### src/rtl/core/frb_pkg.sv
`default_nettype none
// ----------------------------------------------------------------------------
// frb_pkg
// Types and constants shared by the frame ring buffer modules.
// ----------------------------------------------------------------------------
package frb_pkg;

   localparam logic [1:0] OPC_WRITE = 2'd0;
   localparam logic [1:0] OPC_READ  = 2'd1;
   localparam logic [1:0] OPC_CLEAR = 2'd2;

   localparam int CSR_ADDR_W = 3;
   localparam logic [0:0] REG_FRAME_LEN   = 1'b0;
   localparam logic [0:0] REG_RING_FRAMES = 1'b1;

   localparam logic [6:0] FRAME_LEN_RESET   = 7'd64;
   localparam logic [4:0] RING_FRAMES_RESET = 5'd16;

   localparam int CMD_DEPTH = 2;
   localparam int RSP_DEPTH = 4;

   typedef logic [4:0] held_type;

   typedef enum logic [1:0] {
      CMD_WRITE = 2'd0,
      CMD_READ  = 2'd1,
      CMD_CLEAR = 2'd2
   } cmd_kind_type;

   typedef struct packed {
      logic [1:0]         opcode;
      logic signed [15:0] sample_in;
   } req_type;

   typedef struct packed {
      logic signed [15:0] sample_out;
      logic               last_of_frame;
      logic               status;
      held_type           frames_held;
   } rsp_type;

   typedef struct packed {
      cmd_kind_type kind;
      logic [15:0]  sample;
   } cmd_type;

   typedef struct packed {
      logic       clear;
      logic [6:0] len;
      logic [4:0] ring;
   } ctrl_type;

endpackage
`default_nettype wire

### src/rtl/core/frb_front.sv
`default_nettype none
// ----------------------------------------------------------------------------
// frb_front
// Accepts items, decodes the opcode and queues commands for the back end; items with an unknown opcode are dropped.
// ----------------------------------------------------------------------------
module frb_front (
   input  wire logic            clock,
   input  wire logic            reset,
   input  wire logic            push,
   input  wire frb_pkg::req_type req_data,
   output logic                 full,
   output logic                 cmd_valid,
   input  wire logic            cmd_pop,
   output frb_pkg::cmd_type     cmd_data
);

   localparam int PtrW = (frb_pkg::CMD_DEPTH > 1) ? $clog2(frb_pkg::CMD_DEPTH) : 1;
   localparam int CntW = $clog2(frb_pkg::CMD_DEPTH + 1);

   frb_pkg::cmd_type q_ff [frb_pkg::CMD_DEPTH];
   logic [PtrW-1:0]  wr_ptr_ff, wr_ptr_in;
   logic [PtrW-1:0]  rd_ptr_ff, rd_ptr_in;
   logic [CntW-1:0]  count_ff, count_in;

   frb_pkg::cmd_type dec_cmd;
   logic             dec_keep;
   logic             enq;
   logic             deq;

   always_comb begin
      dec_cmd.sample = req_data.sample_in;
      dec_cmd.kind   = frb_pkg::CMD_WRITE;
      dec_keep       = 1'b1;
      case (req_data.opcode)
         frb_pkg::OPC_WRITE: dec_cmd.kind = frb_pkg::CMD_WRITE;
         frb_pkg::OPC_READ:  dec_cmd.kind = frb_pkg::CMD_READ;
         frb_pkg::OPC_CLEAR: dec_cmd.kind = frb_pkg::CMD_CLEAR;
         default:            dec_keep     = 1'b0;
      endcase
   end

   assign full      = (count_ff == CntW'(frb_pkg::CMD_DEPTH));
   assign cmd_valid = (count_ff != '0);
   assign cmd_data  = q_ff[rd_ptr_ff];
   assign enq       = push && !full && dec_keep;
   assign deq       = cmd_pop && cmd_valid;

   always_comb begin
      wr_ptr_in = wr_ptr_ff;
      rd_ptr_in = rd_ptr_ff;
      count_in  = count_ff;
      if (enq) begin
         wr_ptr_in = (wr_ptr_ff == PtrW'(frb_pkg::CMD_DEPTH - 1)) ? '0 : wr_ptr_ff + 1'b1;
      end
      if (deq) begin
         rd_ptr_in = (rd_ptr_ff == PtrW'(frb_pkg::CMD_DEPTH - 1)) ? '0 : rd_ptr_ff + 1'b1;
      end
      if (enq && !deq) begin
         count_in = count_ff + 1'b1;
      end else if (deq && !enq) begin
         count_in = count_ff - 1'b1;
      end
   end

   always_ff @(posedge clock) begin
      if (reset) begin
         wr_ptr_ff <= '0;
         rd_ptr_ff <= '0;
         count_ff  <= '0;
      end else begin
         wr_ptr_ff <= wr_ptr_in;
         rd_ptr_ff <= rd_ptr_in;
         count_ff  <= count_in;
      end
   end

   always_ff @(posedge clock) begin
      if (enq) begin
         q_ff[wr_ptr_ff] <= dec_cmd;
      end
   end

endmodule
`default_nettype wire

### config.mk
export PLATFORM = sky130hd
export DESIGN_NAME = frb_front
export DESIGN_NICKNAME = d
export VERILOG_FILES = /design/src/rtl/core/frb_pkg.sv /design/src/rtl/core/frb_front.sv
export SDC_FILE = /design/constraint.sdc
export NUM_CORES = 1
export LEC_CHECK = 0
export ABC_AREA = 1
export BUFFER_PORTS_ARGS = -buffer_cell sky130_fd_sc_hd__buf_2
export CAP_MARGIN = 25
export CORE_MARGIN = 1.5
export CORE_UTILIZATION = 51
export CTS_CLUSTER_DIAMETER = 50
export DETAILED_ROUTE_END_ITERATION = 7
export GPL_ROUTABILITY_DRIVEN = 0
export GPL_TIMING_DRIVEN = 0
export PLACE_DENSITY = 0.77
export RECOVER_POWER = 50
export SYNTH_ARGS = -nofsm -noshare
export SYNTH_HDL_FRONTEND = slang
export SYNTH_SLANG_ARGS = --single-unit
### constraint.sdc
create_clock -name clock -period 3.3 [get_ports clock]
set_clock_uncertainty 0.2 [all_clocks]
set_input_delay 0.33 -clock clock [delete_from_list [all_inputs] [get_ports clock]]
set_output_delay 0.33 -clock clock [all_outputs]
set_load 0.05 [all_outputs]
==> summary.md <==
| Metric | Value |
|---|---|
| Layout Area Growth over Synthesis | 28.54% |
| Vias in the first global route | about 970 |
| Inst Count DP | 184 |
| Worst r2r dst | q_ff[0][16] |
| Outcome | complete, no violations |
| Nets | between 150 and 200 |
| Lkg Pwr | 0.8295 nW |
| Worst slew margin | 0.3724 |
| Distinct cell type count after synthesis | 16 |
| Final setup fails | 0 |
| Tmin final | around 2 ns |
| Max Cap Viol | 0 |
| Area share of xor/xnor cells in the synthesized design | 0 |
| Pin count of the biggest net entering global routing | 19 |
| CP endpoint | cmd_data[1] |
| Residual DRC | 0 |
| Slew @ Worst Pin | between 0.9 and 1 ns |
| Crit. End Element | output port |
| Initial Util | 0.5343 |
| Crit path cell chain | buf_6 > buf_12 > mux2_4 > buf_2 |
| Synth warn | 0 |
| Dpl cell area | 1894 µm² |
| Mux cell area share after synthesis | 0.1485 |
| I/O pin count | 42 |
| Setup TNS | 0 ns |
| Slowest CP cell | dfxtp_1 |
| Routed Wire Length | between 2000 and 3000 µm |
| IR drop worst, VDD | approximately 0.43 mV |
| #FFs+latches synth | between 40 and 50 |
| Mapped Area | approximately 1600 µm² |
| Post-synthesis adder-cell area fraction | 0.007734 |
| Die ar. | 3519 µm² |
| Worst reg-to-reg setup slack | around 1.3 ns |
| Type of the tightest min-delay check | input port to flip-flop |
| Worst R2R Path Depth | 4 |
| CTS max path bufs | 2 |
| Reg-to-Reg Start | count_ff[1] |
| Compound-Gate Fraction of Synth Area | 0.009281 |
| Post-DR vias/cell | ~4.7 |
| Final Cycle Share | 0.6087 |
| Max incr delay on CP | roughly 0.34 ns |
| Sink Count | between 40 and 50 |
| Core Area | approximately 3000 µm² |
| Antenna Nets Post-Route | 0 |
| Syn_area_per_cell | ~17 µm² |
| Combinational family with the most area after synthesis | multiplexers |
| Standard-cell row count | 20 |
| Design area | roughly 2100 µm² |
| Power per cell area | between 700 and 800 nW/µm² |
| TritonCTS clock tree | yes |
| Critical path class | flip-flop to output port |
| Crit-path leading delay family | buffers and inverters |
| DRT iter0 DRCs | 22 |
| Req. time, crit path | around 2.8 ns |
| Seq/Total Area, Yosys | 0.7301 |
| Clk slew on worst S/H paths | ~0.10 ns |
| Initial antenna violation count | 0 |
| GR Overflow Total | 0 |
| Root buffer cell | clkbuf_4 |
| Slew Limit Fails | 0 |
| Wire length per cell | roughly 13 µm |
| Die width | between 50 and 60 µm |
| Critical path depth | 4 |
| Hold depth | 4 |
| CP arrival | roughly 1.5 ns |
| Ant. Diodes | 0 |
| Fin cells | 208 |
| First-pass GRT wire length | approximately 4300 µm |
| Worst path bufs/invs | 3 |
| Clock Latency Late Sink | ~0.33 ns |
| Routed via count | just under 1000 |
| Hold Vio Cnt, Final | 0 |
| RSZ-0062 raised after global routing | no |
| # port buffers | between 40 and 50 |
| Gate Count Post-Synth | just under 100 |
| Total number of H-tree levels | 2 |
| Startpoint types | flip-flop |
| DRT Pass-1 Iters | 4 |
| Critical Path Fanout Max | 10 |
| Die Span Y | between 50 and 60 µm |
| Tot GR Track Use | 0.1761 |
| Share of cells above drive strength 1 | 0.3354 |
| Simple-gate area share of the yosys netlist | 0.06419 |
| Max Freq | ~500 MHz |
| Syn nets | ~120 |
| Num CTS Buffers | 5 |
power breakdown:
part           leakage, nW  internal (mW)  switching, mW
clock network       0.0265         0.0850          0.139
registers            0.375          0.639         0.0228
logic                0.428          0.194          0.408
per-stage QoR:
step | power [mW] | utilization | hold slack [ns] | setup slack (ns)
floorplan | 1.157 | - | 0.2289 | 0.8550
global placement | 1.249 | 0.6202 | 0.2816 | 0.1818
detailed placement | 1.277 | 0.6256 | 0.2961 | 1.200
CTS | 1.517 | 0.6946 | 0.04792 | 1.268
global route | 1.558 | 0.6868 | 0.08135 | 1.192
finish | 1.488 | 0.6868 | 0.06800 | 1.291
repair_timing:
item | in CTS | in global routing
hold endpoints to repair | 32 | 0
buffers inserted | 0 | 0
hold buffers | 16 | 0
gates resized for setup | 0 | 0
cell usage in the layout (no fill, tap or decap):
cell type / synthesis / layout
buf_6: 1 / 2
nor2_1: 8 / 9
o21ai_0: 1 / 1
nand4_1: 1 / 1
nor3_2: 0 / 1
ha_1: 1 / 1
inv_1: 9 / 9
nand3_1: 2 / 2
clkbuf_1: 0 / 16
nand2_1: 11 / 11
dfxtp_1: 5 / 5
a21oi_1: 2 / 2
dlygate4sd3_1: 0 / 16
clkbuf_4: 0 / 5
edfxtp_1: 36 / 36
mux2_4: 10 / 10
buf_12: 1 / 1
buf_2: 0 / 28
mux2_2: 8 / 8
area by class of cell:
type / instances / area [µm²]
sequential: 41 / 1181
fill: 232 / 948.4
multi-input combinational: 46 / 369.1
timing repair buffer: 58 / 360.3
tap: 44 / 55.05
clock buffer: 8 / 48.80
inverter: 9 / 33.78
buffer: 2 / 31.28
worst min path at each step:
stage / from / end / slack, ns
finish: reset / wr_ptr_ff / 0.07
global route: reset / wr_ptr_ff / 0.08
CTS: reset / wr_ptr_ff / 0.05
detailed placement: rd_ptr_ff / flip-flop / 0.30
global placement: rd_ptr_ff / rd_ptr_ff / 0.28
floorplan: req_data[0] / q_ff[0][0] / 0.23
routing by layer:
| layer | share of wire | wire [µm] | global-route usage | up-vias |
|---|---|---|---|---|
| li1 | - | - | - | 479 |
| met1 | 0.39 | 1052 | 0.1807 | 458 |
| met2 | 0.55 | 1469 | 0.3077 | 30 |
| met3 | 0.042 | 114 | 0.06550 | 6 |
| met4 | 0.018 | 48 | 0.09416 | 0 |
| met5 | 0 | 0 | 0 | - |
Yosys cell counts (all sizes together):
cell type | count | share of area
edfxtp | 36 | 0.67
mux2 | 18 | 0.15
nand2 | 11 | 0.026
inv | 9 | 0.021
nor2 | 9 | 0.026
dfxtp | 5 | 0.062
a21oi | 2 | 0.0062
buf | 2 | 0.019
nand3 | 2 | 0.0062
ha | 1 | 0.0077
nand4 | 1 | 0.0039
nor3 | 1 | 0.0031
o21ai | 1 | 0.0031
logic make-up after synthesis:
| kind of cell | count (synthesis) |
|---|---|
| simple gates | 24 |
| fa+ha+maj | 1 |
| flops | 41 |
| buf+inv | 11 |
| mux | 18 |
| compound gates | 3 |
registers in the layout, summed over array words and instances, names as in the netlist, named ones only:
register	cells
q_ff	36
rd_ptr_ff	1
wr_ptr_ff	1
count_ff	2
worst min-delay path, stage by stage:
cell and delay [ns]:
buf_2 0.07, inv_1 0.05, nand2_1 0.07, nor2_1 0.03
(Power assumes the default switching activity.)
